==> config.mk <==
export PLATFORM = sky130hd
export DESIGN_NAME = kway_merge_min_select
export DESIGN_NICKNAME = d
export VERILOG_FILES = /design/src/rtl/kwm_pkg.sv /design/src/rtl/kwm_cell.sv /design/src/rtl/kway_merge_min_select.sv
export SDC_FILE = /design/constraint.sdc
export NUM_CORES = 2
export LEC_CHECK = 0
export BUFFER_PORTS_ARGS = -buffer_cell sky130_fd_sc_hd__buf_4
export CELL_PAD_IN_SITES_DETAIL_PLACEMENT = 1
export CELL_PAD_IN_SITES_GLOBAL_PLACEMENT = 2
export CORE_ASPECT_RATIO = 1.25
export CORE_UTILIZATION = 45
export DETAILED_ROUTE_END_ITERATION = 10
export PLACE_DENSITY_LB_ADDON = 0.3
export SLEW_MARGIN = 5
export SYNTH_ARGS = -nofsm -noshare
export SYNTH_HDL_FRONTEND = slang
export SYNTH_SLANG_ARGS = --single-unit
==> constraint.sdc <==
create_clock -name i_clk -period 33.7 [get_ports i_clk]
set_clock_uncertainty 0.2 [all_clocks]
set_input_delay 1.685 -clock i_clk [delete_from_list [all_inputs] [get_ports i_clk]]
set_output_delay 1.685 -clock i_clk [all_outputs]
set_load 0.01 [all_outputs]
==> src/rtl/kwm_pkg.sv <==
// Shared types and constants for the k-way merge selector.
`default_nettype none
package kwm_pkg;

    localparam int DEF_MAX_STREAMS = 8;
    localparam int SID_W           = 3;
    localparam int CFG_W           = 4;
    localparam int USER_W          = 8;

    typedef enum logic [1:0] {
        ST_RECORD  = 2'd0,
        ST_DRAINED = 2'd1,
        ST_REJECT  = 2'd2
    } t_status;

    typedef enum logic [1:0] {
        S_IDLE,
        S_SCAN,
        S_EMIT
    } t_state;

    // Record header, undo position in the lowest bits.
    typedef struct packed {
        logic [15:0] tuple_len;
        logic [15:0] key_len;
        logic [7:0]  op;
        logic [31:0] seq;
        logic [63:0] undo;
    } t_rec;

    localparam int REC_W = $bits(t_rec);

    // Scan token handed from cell to cell.
    typedef struct packed {
        logic valid;
        logic found;
        logic missing;
        t_rec rec;
    } t_scan;

endpackage
`default_nettype wire

==> src/rtl/kwm_cell.sv <==
// One stream head slot and one stage of the minimum scan chain.
`default_nettype none
module kwm_cell
    import kwm_pkg::*;
#(
    parameter int MAX_STREAMS = DEF_MAX_STREAMS,
    parameter int IDX         = 0,
    parameter int N_W         = CFG_W,
    parameter int IW          = 3
) (
    input  wire logic           i_clk,
    input  wire logic           i_rst_n,
    input  wire logic [N_W-1:0] i_n,
    input  wire logic           i_wr,
    input  wire logic           i_eos,
    input  wire t_rec           i_rec,
    input  wire logic           i_clr,
    input  wire t_scan          i_tok,
    input  wire logic [IW-1:0]  i_tok_idx,
    output t_scan               o_tok,
    output logic [IW-1:0]       o_tok_idx,
    output logic                o_busy
);

    logic          r_valid;
    logic          r_done;
    t_rec          r_rec;
    t_scan         r_tok;
    logic [IW-1:0] r_tok_idx;

    t_scan         n_tok;
    logic [IW-1:0] n_tok_idx;
    logic          in_use;
    logic          cand;
    logic          better;

    always_comb begin
        in_use = (N_W'(IDX) < i_n) && (IDX < MAX_STREAMS);
        cand   = in_use && r_valid;
        better = !i_tok.found
              || (r_rec.undo < i_tok.rec.undo)
              || ((r_rec.undo == i_tok.rec.undo) && (r_rec.seq < i_tok.rec.seq));
        n_tok         = i_tok;
        n_tok_idx     = i_tok_idx;
        n_tok.found   = i_tok.found | cand;
        n_tok.missing = i_tok.missing | (in_use && !r_valid && !r_done);
        if (cand && better) begin
            n_tok.rec = r_rec;
            n_tok_idx = IW'(IDX);
        end
    end

    always_ff @(posedge i_clk) begin
        if (!i_rst_n) begin
            r_valid     <= 1'b0;
            r_done      <= 1'b0;
            r_tok.valid <= 1'b0;
        end else begin
            r_tok <= n_tok;
            if (i_wr) begin
                if (i_eos) begin
                    r_done <= 1'b1;
                end else begin
                    r_valid <= 1'b1;
                end
            end else if (i_clr) begin
                r_valid <= 1'b0;
            end
        end
    end

    always_ff @(posedge i_clk) begin
        if (i_wr && !i_eos) begin
            r_rec <= i_rec;
        end
        r_tok_idx <= n_tok_idx;
    end

    assign o_tok     = r_tok;
    assign o_tok_idx = r_tok_idx;
    assign o_busy    = r_valid | r_done;

endmodule
`default_nettype wire

==> src/rtl/kway_merge_min_select.sv <==
// Top level of the k-way merge selector.
// Each request refills or ends one stream's head slot. An accepted request
// that passes the slot check starts a scan token down a chain of
// MAX_STREAMS head cells, one cell per cycle; the token collects the least
// (undo position, sequence, stream) head and whether any in-use stream still
// lacks a head without having ended. A request that yields a result waits for
// the output register to empty before the next acceptance. Head slots and end
// marks clear at reset with no clearing pass; streams_in_use resets to 1 and
// is written through i_cfg_we / i_cfg_wdata; the user must write it only while
// the block is idle, which the block itself does not enforce.
`default_nettype none
module kway_merge_min_select
    import kwm_pkg::*;
#(
    parameter int MAX_STREAMS = DEF_MAX_STREAMS
) (
    input  wire logic               i_clk,
    input  wire logic               i_rst_n,
    input  wire logic               i_cfg_we,
    input  wire logic [CFG_W-1:0]   i_cfg_wdata,
    input  wire logic               i_s_axis_tvalid,
    output logic                    o_s_axis_tready,
    // undo_position, sequence_req, op_kind, key_length, tuple_length
    input  wire logic [REC_W-1:0]   i_s_axis_tdata,
    // stream_id, end_of_stream, zero fill
    input  wire logic [USER_W-1:0]  i_s_axis_tuser,
    output logic                    o_m_axis_tvalid,
    input  wire logic               i_m_axis_tready,
    // out_undo_position, out_sequence, out_op_kind, out_key_length,
    // out_tuple_length
    output logic [REC_W-1:0]        o_m_axis_tdata,
    // status, from_stream, zero fill
    output logic [USER_W-1:0]       o_m_axis_tuser
);

    localparam int NW  = $clog2(MAX_STREAMS + 1);
    localparam int N_W = (NW > CFG_W) ? NW : CFG_W;
    localparam int IW  = $clog2(MAX_STREAMS);

    t_state               r_state;
    t_state               n_state;
    logic [CFG_W-1:0]     r_streams;
    logic                 r_drained;
    logic                 n_drained;
    logic                 r_start;
    logic                 n_start;
    t_status              r_res_status;
    t_status              n_res_status;
    logic [SID_W-1:0]     r_res_from;
    logic [SID_W-1:0]     n_res_from;
    t_rec                 r_res_rec;
    t_rec                 n_res_rec;
    logic                 r_ovalid;
    t_status              r_ostatus;
    logic [SID_W-1:0]     r_ofrom;
    t_rec                 r_orec;

    logic                 out_ld;
    logic                 clr_any;
    logic                 acc;
    logic                 reject;
    logic                 busy;
    logic [N_W-1:0]       n_eff;
    logic [N_W-1:0]       cfg_ext;
    logic [SID_W-1:0]     sid;
    logic                 eos;
    t_rec                 in_rec;

    t_scan                tok     [0:MAX_STREAMS];
    logic [IW-1:0]        tok_idx [0:MAX_STREAMS];
    logic [MAX_STREAMS-1:0] cell_busy;
    logic [MAX_STREAMS-1:0] cell_wr;
    logic [MAX_STREAMS-1:0] cell_clr;

    assign sid    = i_s_axis_tuser[SID_W-1:0];
    assign eos    = i_s_axis_tuser[SID_W];
    assign in_rec = i_s_axis_tdata;

    assign o_s_axis_tready = (r_state == S_IDLE);
    assign acc             = i_s_axis_tvalid && o_s_axis_tready;

    always_comb begin
        cfg_ext = N_W'(r_streams);
        if (cfg_ext == '0) begin
            n_eff = N_W'(1);
        end else if (cfg_ext > N_W'(MAX_STREAMS)) begin
            n_eff = N_W'(MAX_STREAMS);
        end else begin
            n_eff = cfg_ext;
        end
    end

    always_comb begin
        busy = 1'b0;
        for (int i = 0; i < MAX_STREAMS; i++) begin
            if (N_W'(sid) == N_W'(i)) begin
                busy = busy | cell_busy[i];
            end
        end
        reject = (N_W'(sid) >= n_eff) || busy;
    end

    assign tok[0].valid   = r_start;
    assign tok[0].found   = 1'b0;
    assign tok[0].missing = 1'b0;
    assign tok[0].rec     = '0;
    assign tok_idx[0]     = '0;

    for (genvar g = 0; g < MAX_STREAMS; g++) begin : g_cell
        assign cell_wr[g]  = acc && !reject && (N_W'(sid) == N_W'(g));
        assign cell_clr[g] = clr_any && (tok_idx[MAX_STREAMS] == IW'(g));
        kwm_cell #(
            .MAX_STREAMS (MAX_STREAMS),
            .IDX         (g),
            .N_W         (N_W),
            .IW          (IW)
        ) u_cell (
            .i_clk     (i_clk),
            .i_rst_n   (i_rst_n),
            .i_n       (n_eff),
            .i_wr      (cell_wr[g]),
            .i_eos     (eos),
            .i_rec     (in_rec),
            .i_clr     (cell_clr[g]),
            .i_tok     (tok[g]),
            .i_tok_idx (tok_idx[g]),
            .o_tok     (tok[g+1]),
            .o_tok_idx (tok_idx[g+1]),
            .o_busy    (cell_busy[g])
        );
    end

    always_comb begin
        n_state      = r_state;
        n_start      = 1'b0;
        n_drained    = r_drained;
        n_res_status = r_res_status;
        n_res_from   = r_res_from;
        n_res_rec    = r_res_rec;
        out_ld       = 1'b0;
        clr_any      = 1'b0;
        case (r_state)
            S_IDLE: begin
                if (acc) begin
                    if (reject) begin
                        n_res_status = ST_REJECT;
                        n_res_from   = sid;
                        n_res_rec    = '0;
                        n_state      = S_EMIT;
                    end else begin
                        n_start = 1'b1;
                        n_state = S_SCAN;
                    end
                end
            end
            S_SCAN: begin
                if (tok[MAX_STREAMS].valid) begin
                    if (tok[MAX_STREAMS].missing) begin
                        n_state = S_IDLE;
                    end else if (tok[MAX_STREAMS].found) begin
                        n_res_status = ST_RECORD;
                        n_res_from   = SID_W'(tok_idx[MAX_STREAMS]);
                        n_res_rec    = tok[MAX_STREAMS].rec;
                        clr_any      = 1'b1;
                        n_state      = S_EMIT;
                    end else if (!r_drained) begin
                        n_res_status = ST_DRAINED;
                        n_res_from   = '0;
                        n_res_rec    = '0;
                        n_drained    = 1'b1;
                        n_state      = S_EMIT;
                    end else begin
                        n_state = S_IDLE;
                    end
                end
            end
            S_EMIT: begin
                if (!r_ovalid || i_m_axis_tready) begin
                    out_ld  = 1'b1;
                    n_state = S_IDLE;
                end
            end
            default: begin
                n_state = S_IDLE;
            end
        endcase
    end

    always_ff @(posedge i_clk) begin
        if (!i_rst_n) begin
            r_state <= S_IDLE;
        end else begin
            r_state <= n_state;
        end
    end

    always_ff @(posedge i_clk) begin
        if (!i_rst_n) begin
            r_streams <= CFG_W'(1);
            r_drained <= 1'b0;
            r_start   <= 1'b0;
            r_ovalid  <= 1'b0;
        end else begin
            r_drained <= n_drained;
            r_start   <= n_start;
            if (i_cfg_we) begin
                r_streams <= i_cfg_wdata;
            end
            if (out_ld) begin
                r_ovalid <= 1'b1;
            end else if (i_m_axis_tready) begin
                r_ovalid <= 1'b0;
            end
        end
    end

    always_ff @(posedge i_clk) begin
        r_res_status <= n_res_status;
        r_res_from   <= n_res_from;
        r_res_rec    <= n_res_rec;
        if (out_ld) begin
            r_ostatus <= r_res_status;
            r_ofrom   <= r_res_from;
            r_orec    <= r_res_rec;
        end
    end

    assign o_m_axis_tvalid = r_ovalid;
    assign o_m_axis_tdata  = r_orec;
    assign o_m_axis_tuser  = USER_W'({r_ofrom, r_ostatus});

endmodule
`default_nettype wire

# [Yosys cells after proc, flatten, opt, wreduce, memory -nomap -nowiden]
# Index checks and enable logic that the tools add are counted.
# W data, S select, Z words.
[totals] ff_bits=2524 output_inout_bits=146 elab_cells=451
[classes] n_lt_le_gt_ge=24 eq_ne=37 n_mux=73 n_bitwise=31 reduce_logical=140
[ops] op="$mux W136" count=13
[ops] op="$eq A64 B64 Y1" count=7
[ops] op="$lt A64 B64 Y1" count=7
[ops] op="$pmux W136 S2" count=1
[ops] op="$lt A32 B32 Y1" count=7
[ops] op="$logic_and A1 B1 Y1" count=64
[ops] op="$mux W1" count=35
[ops] op="$reduce_and A2 Y1" count=16
[ops] op="$or A1 B1 Y1" count=29
[ops] op="$logic_not A1 Y1" count=26
[ops] op="$mux W2" count=13
[ops] op="$eq A3 B3 Y1 const B" count=8
[ops] op="$ne A2 B2 Y1 const B" count=10
[ops] op="$reduce_bool A2 Y1" count=10
[ops] op="$mux W3" count=6
[ops] op="$logic_or A1 B1 Y1" count=16
[ops] op="$lt A3 B4 Y1 const A" count=4
[ops] op="$eq A3 B2 Y1 const B" count=4
[ops] op="$lt A1 B4 Y1 const A" count=2
[ops] op="$lt A2 B4 Y1 const A" count=2
[ops] op="$mux W4" count=2
[ops] op="$eq A3 B1 Y1 const B" count=2
[ops] op="$logic_not A3 Y1" count=2
[ops] op="$ne A2 B1 Y1 const B" count=3
[ops] op="other kinds (14)" count=16

# [Longest topological paths before layout]
[depth] word_depth=22 mapped_depth=13 depth_no_buf=11

# [Cells and area by module]
# From an unflattened synthesis, not the netlist that was laid out.
[hier_totals] hier_cells=6841 hier_area_um2=112912.0
[modules_own_cells] mod="kwm_cell at g_cell[5].u_cell" instances=1 cells_each=801 area_per_inst_um2=13040.0 seq_area_each_um2=8348.0
[modules_own_cells] mod="kwm_cell at g_cell[3].u_cell" instances=1 cells_each=792 area_per_inst_um2=12954.9 seq_area_each_um2=8348.0
[modules_own_cells] mod="kwm_cell at g_cell[6].u_cell" instances=1 cells_each=786 area_per_inst_um2=12949.9 seq_area_each_um2=8348.0
[modules_own_cells] mod="kwm_cell at g_cell[4].u_cell" instances=1 cells_each=781 area_per_inst_um2=12939.9 seq_area_each_um2=8348.0
[modules_own_cells] mod="kwm_cell at g_cell[0].u_cell" instances=1 cells_each=787 area_per_inst_um2=12923.6 seq_area_each_um2=8348.0
[modules_own_cells] mod="kwm_cell at g_cell[7].u_cell" instances=1 cells_each=783 area_per_inst_um2=12853.6 seq_area_each_um2=8348.0
[modules_own_cells] mod="kwm_cell at g_cell[1].u_cell" instances=1 cells_each=788 area_per_inst_um2=12550.8 seq_area_each_um2=8348.0
[modules_own_cells] mod="kwm_cell at g_cell[2].u_cell" instances=1 cells_each=786 area_per_inst_um2=12520.8 seq_area_each_um2=8348.0
[modules_own_cells] mod="kway_merge_min_select" instances=1 cells_each=537 area_per_inst_um2=10178.5 seq_area_each_um2=8648.3

# [Least setup slack after synthesis]
# No wires, ideal clock.
[synth_timing] kind="input port to flip-flop" start="input port i_s_axis_tuser[0]" end="register g_cell[2].u_cell.r_rec[0] (netlist name) (enable)" setup_time_ns=0.825 t_arrival_ns=13.247 slack_ns=19.428 stages=10 path_buffers=2 cell_sequence="buf_4 inv_1 ha_1 nand2b_1 a21o_1 a21oi_1 o21a_1 or4b_1 clkbuf_1 nor3b_1"
[synth_between] elab_chain_len=21 word_cells_on_any_way=29 classes_between="order compare (1); eq/ne (7); mux (8); bitwise (7); reduce/logical (6)"
[synth_lines] item="start, declared" line_no="kway_merge_min_select.sv:26" text="input wire logic [USER_W-1:0] i_s_axis_tuser,"
[synth_lines] item="$logic_not A3 Y1" line_no="kway_merge_min_select.sv:96" text="if (N_W'(sid) == N_W'(i)) begin"
[synth_lines] item="$mux W1" line_no="kway_merge_min_select.sv:96"
[synth_lines] item="$or A1 B1 Y1" line_no="kway_merge_min_select.sv:97" text="busy = busy | cell_busy[i];"
[synth_lines] item="$mux W1" line_no="kway_merge_min_select.sv:96"
[synth_lines] item="$or A1 B1 Y1" line_no="kway_merge_min_select.sv:97"
[synth_lines] item="$mux W1" line_no="kway_merge_min_select.sv:96"
[synth_lines] item="$or A1 B1 Y1" line_no="kway_merge_min_select.sv:97"
[synth_lines] item="$mux W1" line_no="kway_merge_min_select.sv:96"
[synth_lines] item="[... 5 more ...]"
[synth_lines] item="$mux W1" line_no="kway_merge_min_select.sv:96"
[synth_lines] item="$or A1 B1 Y1" line_no="kway_merge_min_select.sv:97"
[synth_lines] item="$mux W1" line_no="kway_merge_min_select.sv:96"
[synth_lines] item="$logic_or A1 B1 Y1" line_no="kway_merge_min_select.sv:100" text="reject = (N_W'(sid) >= n_eff) || busy;"
[synth_lines] item="$logic_not A1 Y1" line_no="kway_merge_min_select.sv:110" text="assign cell_wr[g] = acc && !reject && (N_W'(sid) == N_W'(g));"
[synth_lines] item="$logic_and A1 B1 Y1" line_no="kway_merge_min_select.sv:110"
[synth_lines] item="$logic_and A1 B1 Y1 *" line_no="kway_merge_min_select.sv:110"
[synth_lines] item="$logic_and A1 B1 Y1 *" line_no="kwm_cell.sv:73" text="if (i_wr && !i_eos) begin"
[synth_lines] item="end signal, assigned" line_no="kwm_cell.sv:74" text="r_rec <= i_rec;"
[synth_lines] item="end, declared" line_no="kwm_cell.sv:27" text="t_rec r_rec;"
# Every way passes the cells marked *; elsewhere a longest branch is shown, timed or not.
# A chain may end at the register's enable or synchronous reset.

==> reports/summary.txt <==
status: finished, final reports clean
Root Driver: clkbuf_16
vias: 102,738
syn_area_per_cell: 11.5 sq um
Buffers on Ports: 291
CTS tree: yes
most common cell after layout, fill and taps aside: edfxtp_1
placed insts: 14,912
Min-Delay Path Class: register to register
Post-Syn Instances: 11,647
grt ovf: 0
routability-driven placement congestion ratio: 0.845
CTS resizes: 0
Post-Route WL: 426 mm
Initial Util: 45.2%
Finished Layout Cells: 15,441
clock sink count: 2,524
maximum VDD drop: 0.0000396 V
RSZ-0062 raised after global routing: no
Setup Viol. Count Final: 0
most frequent cells in the layout: edfxtp_1 (2,474), nand3_1 (1,133), o2111ai_1 (818), inv_1 (690), nand4_1 (684)
Internal Power: 5.62 mW
sequential fraction of the synthesis area: 56.0%
DRT iter0 DRCs: 11,002
yosys warns: 0
# nets final: 12,060
Die Footprint: 301,000 sq um
drt drc: 0
Worst-path clk slew: 0.06 ns
critical path class: register to register
Post-synth top flop: edfxtp_1
Clock Power Share: 42.3%
final hold violation count: 0
Post-synth EDFFs: 2,474
largest net degree at the start of global routing: 275
actual slew at the worst max-slew pin: 1.44 ns
part of the power in registers: 49.7%
Psw: 1.76 mW
Die Height: 613 um
setup tns final: 0 ns
share of layout cells above drive strength 1: 9.23%
switching share of power: 23.9%
H-tree Lvls: 5
First-pass DRT Iterations: 6
startpoint types: register
CORE AREA: 297,000 sq um
Post-synth ARST share: 0%
post-DP HPWL: 276 mm
post-route design area: 148,000 sq um
Placed Instance Area: 139,000 sq um
CP Capture Type: register
FP Rows: 224
Pleak: 51.9 nW
Arrival @ worst endpoint: 6.67 ns
Die X: 491 um
Vias/cell: 6.65
number of global-route vias before repair: 103,318
Pwr Total: 7.38 mW
Relative slew margins: 4.21%
Max-Cap Viols: 0
drt wl/cell: 27.6 um
Comb power frac: 8.0%
first-pass GRT wire length: 647 mm
Crit Path Max Fanout: 76
initial antenna violation count: 51
min cycle time layout: 6.19 ns
clk buf depth: 4
Post-Syn Area: 134,000 sq um
Synth Register Bits: 2,524
Post-CTS Setup Inserts: 0
Area Overhead vs Synth: 10.1%
cts bufs inserted: 280
Routed Antenna Nets: 0
PD cells: 49.9 nW/um^2
CTS Hold Buffers Added: 0
fillcell total: 30,448
Final period util: 18.4%
clk_lat worst skew: 0.88 ns
Ports: 299
WP data required: 34.18 ns
final slew viol count: 0
total track usage: 27.4%
distinct cell type count after synthesis: 75
max frequency: 162 MHz
worst max-delay path, cell delays in order, from the launching register on:
cell and delay (ns):
edfxtp_1 0.43, inv_1 0.10, ha_1 0.31, nand4_1 0.22
nor4_1 0.67, nand4_1 0.62, a2111oi_0 1.12, and2_4 0.88
buf_4 0.84, a311oi_1 0.24, nand3_1 0.23
power by group through the flow:
stage	logic, mW	clock network, mW	registers (mW)
final	0.593	3.12	3.67
after global routing	0.644	3.28	3.68
after CTS	0.588	3.18	3.67
after detailed placement	0.584	0	3.73
after global placement	0.561	0	3.72
after floorplan	0.338	0	3.71
cell families after synthesis:
logic type	share of synthesized area, %
fa+ha+maj	6.22
other cells	0.00279
mux	1.54
buf+inv	5.30
simple gates	17.3
flops	56.0
compound gates	13.6
worst paths after layout:
kind	start	endpoint	slack (ns)	cells after the start
worst max-delay path	g_cell[1].u_cell.o_tok[22]	g_cell[2].u_cell.o_tok[61]	27.51	10
worst min-delay path	g_cell[5].u_cell.o_tok_idx[2]	g_cell[6].u_cell.o_tok_idx[2]	0.20	1
worst min register to register	g_cell[5].u_cell.o_tok_idx[2]	g_cell[6].u_cell.o_tok_idx[2]	0.20	1
worst max register to register	g_cell[1].u_cell.o_tok[22]	g_cell[2].u_cell.o_tok[61]	27.51	10
synth_stat cells, types with 4 or more instances:
library cell / count / area share, %
a211oi_1: 13 / 0.073
a311o_1: 4 / 0.030
nor2_1: 359 / 1.0
and4_1: 17 / 0.11
mux2_4: 118 / 1.3
a2111oi_0: 14 / 0.091
a221oi_1: 286 / 1.9
a21o_1: 57 / 0.32
nand3b_1: 273 / 1.5
a21boi_0: 12 / 0.067
edfxtp_1: 2474 / 55
inv_1: 690 / 1.9
nor3b_1: 543 / 3.0
ha_1: 668 / 6.2
or3_1: 5 / 0.023
o2bb2ai_1: 4 / 0.026
buf_4: 14 / 0.078
nor3_1: 41 / 0.15
nand4_1: 684 / 3.2
a221o_1: 7 / 0.052
nor4_1: 29 / 0.13
o31ai_1: 10 / 0.056
mux2i_1: 4 / 0.030
o21ai_0: 295 / 1.1
a31oi_1: 276 / 1.3
o311ai_0: 4 / 0.026
buf_1: 46 / 0.13
buf_2: 89 / 0.33
mux2_2: 19 / 0.16
o21a_1: 19 / 0.11
a21oi_1: 257 / 0.96
nand2_1: 354 / 0.99
dfxtp_1: 50 / 0.74
nand2b_1: 33 / 0.15
a311oi_1: 286 / 1.9
o211ai_1: 23 / 0.13
clkbuf_1: 972 / 2.7
o2111ai_1: 818 / 5.3
a22o_1: 4 / 0.026
and3_1: 262 / 1.2
nand3_1: 1134 / 4.2
and2_1: 295 / 1.4
nor2b_1: 16 / 0.074
buf_6: 14 / 0.12
final cells by class:
class	instances	area (sq um)	share of cell area, %
Antenna cell	32	80.1	0.0541
Clock buffer	341	7570	5.12
Clock inverter	156	1590	1.08
Inverter	691	2590	1.75
Multi-Input combinational cell	7298	52400	35.4
Sequential cell	2524	75300	50.9
Tap cell	3955	4950	3.34
Timing Repair Buffer	444	3490	2.36
sequential cells by signal, indices dropped and copies added, names as in the netlist:
name	cells
cfg_ext	4
g_cell.u_cell.o_tok	1112
g_cell.u_cell.o_tok_idx	17
g_cell.u_cell.r_done	8
g_cell.u_cell.r_rec	1088
g_cell.u_cell.r_valid	8
o_m_axis_tdata	136
o_m_axis_tvalid	1
r_drained	1
r_ofrom	3
r_ostatus	2
r_res_from	3
r_res_rec	136
r_res_status	2
r_start	1
r_state	2
per-stage QoR:
| stage | worst slack, ns | hold WS (ns) | util, % |
|---|---|---|---|
| 3_5_place_dp | 26.83 | 0.190 | 46.7 |
| 2_1_floorplan | 19.43 | 0.182 | - |
| 6_report | 27.51 | 0.198 | 49.8 |
| 3_3_place_gp | 26.82 | 0.191 | 46.7 |
| 5_1_grt | 27.43 | 0.219 | 49.7 |
| 4_1_cts | 27.67 | 0.203 | 49.7 |
routing by layer:
metal	track usage (%)	vias to the layer above	routed length [um]
met5	0	-	13
li1	-	45536	-
met2	42.0	4048	191000
met4	6.90	2	9410
met3	3.48	583	31500
met1	40.8	52569	194000
(Power assumes the default switching activity.)
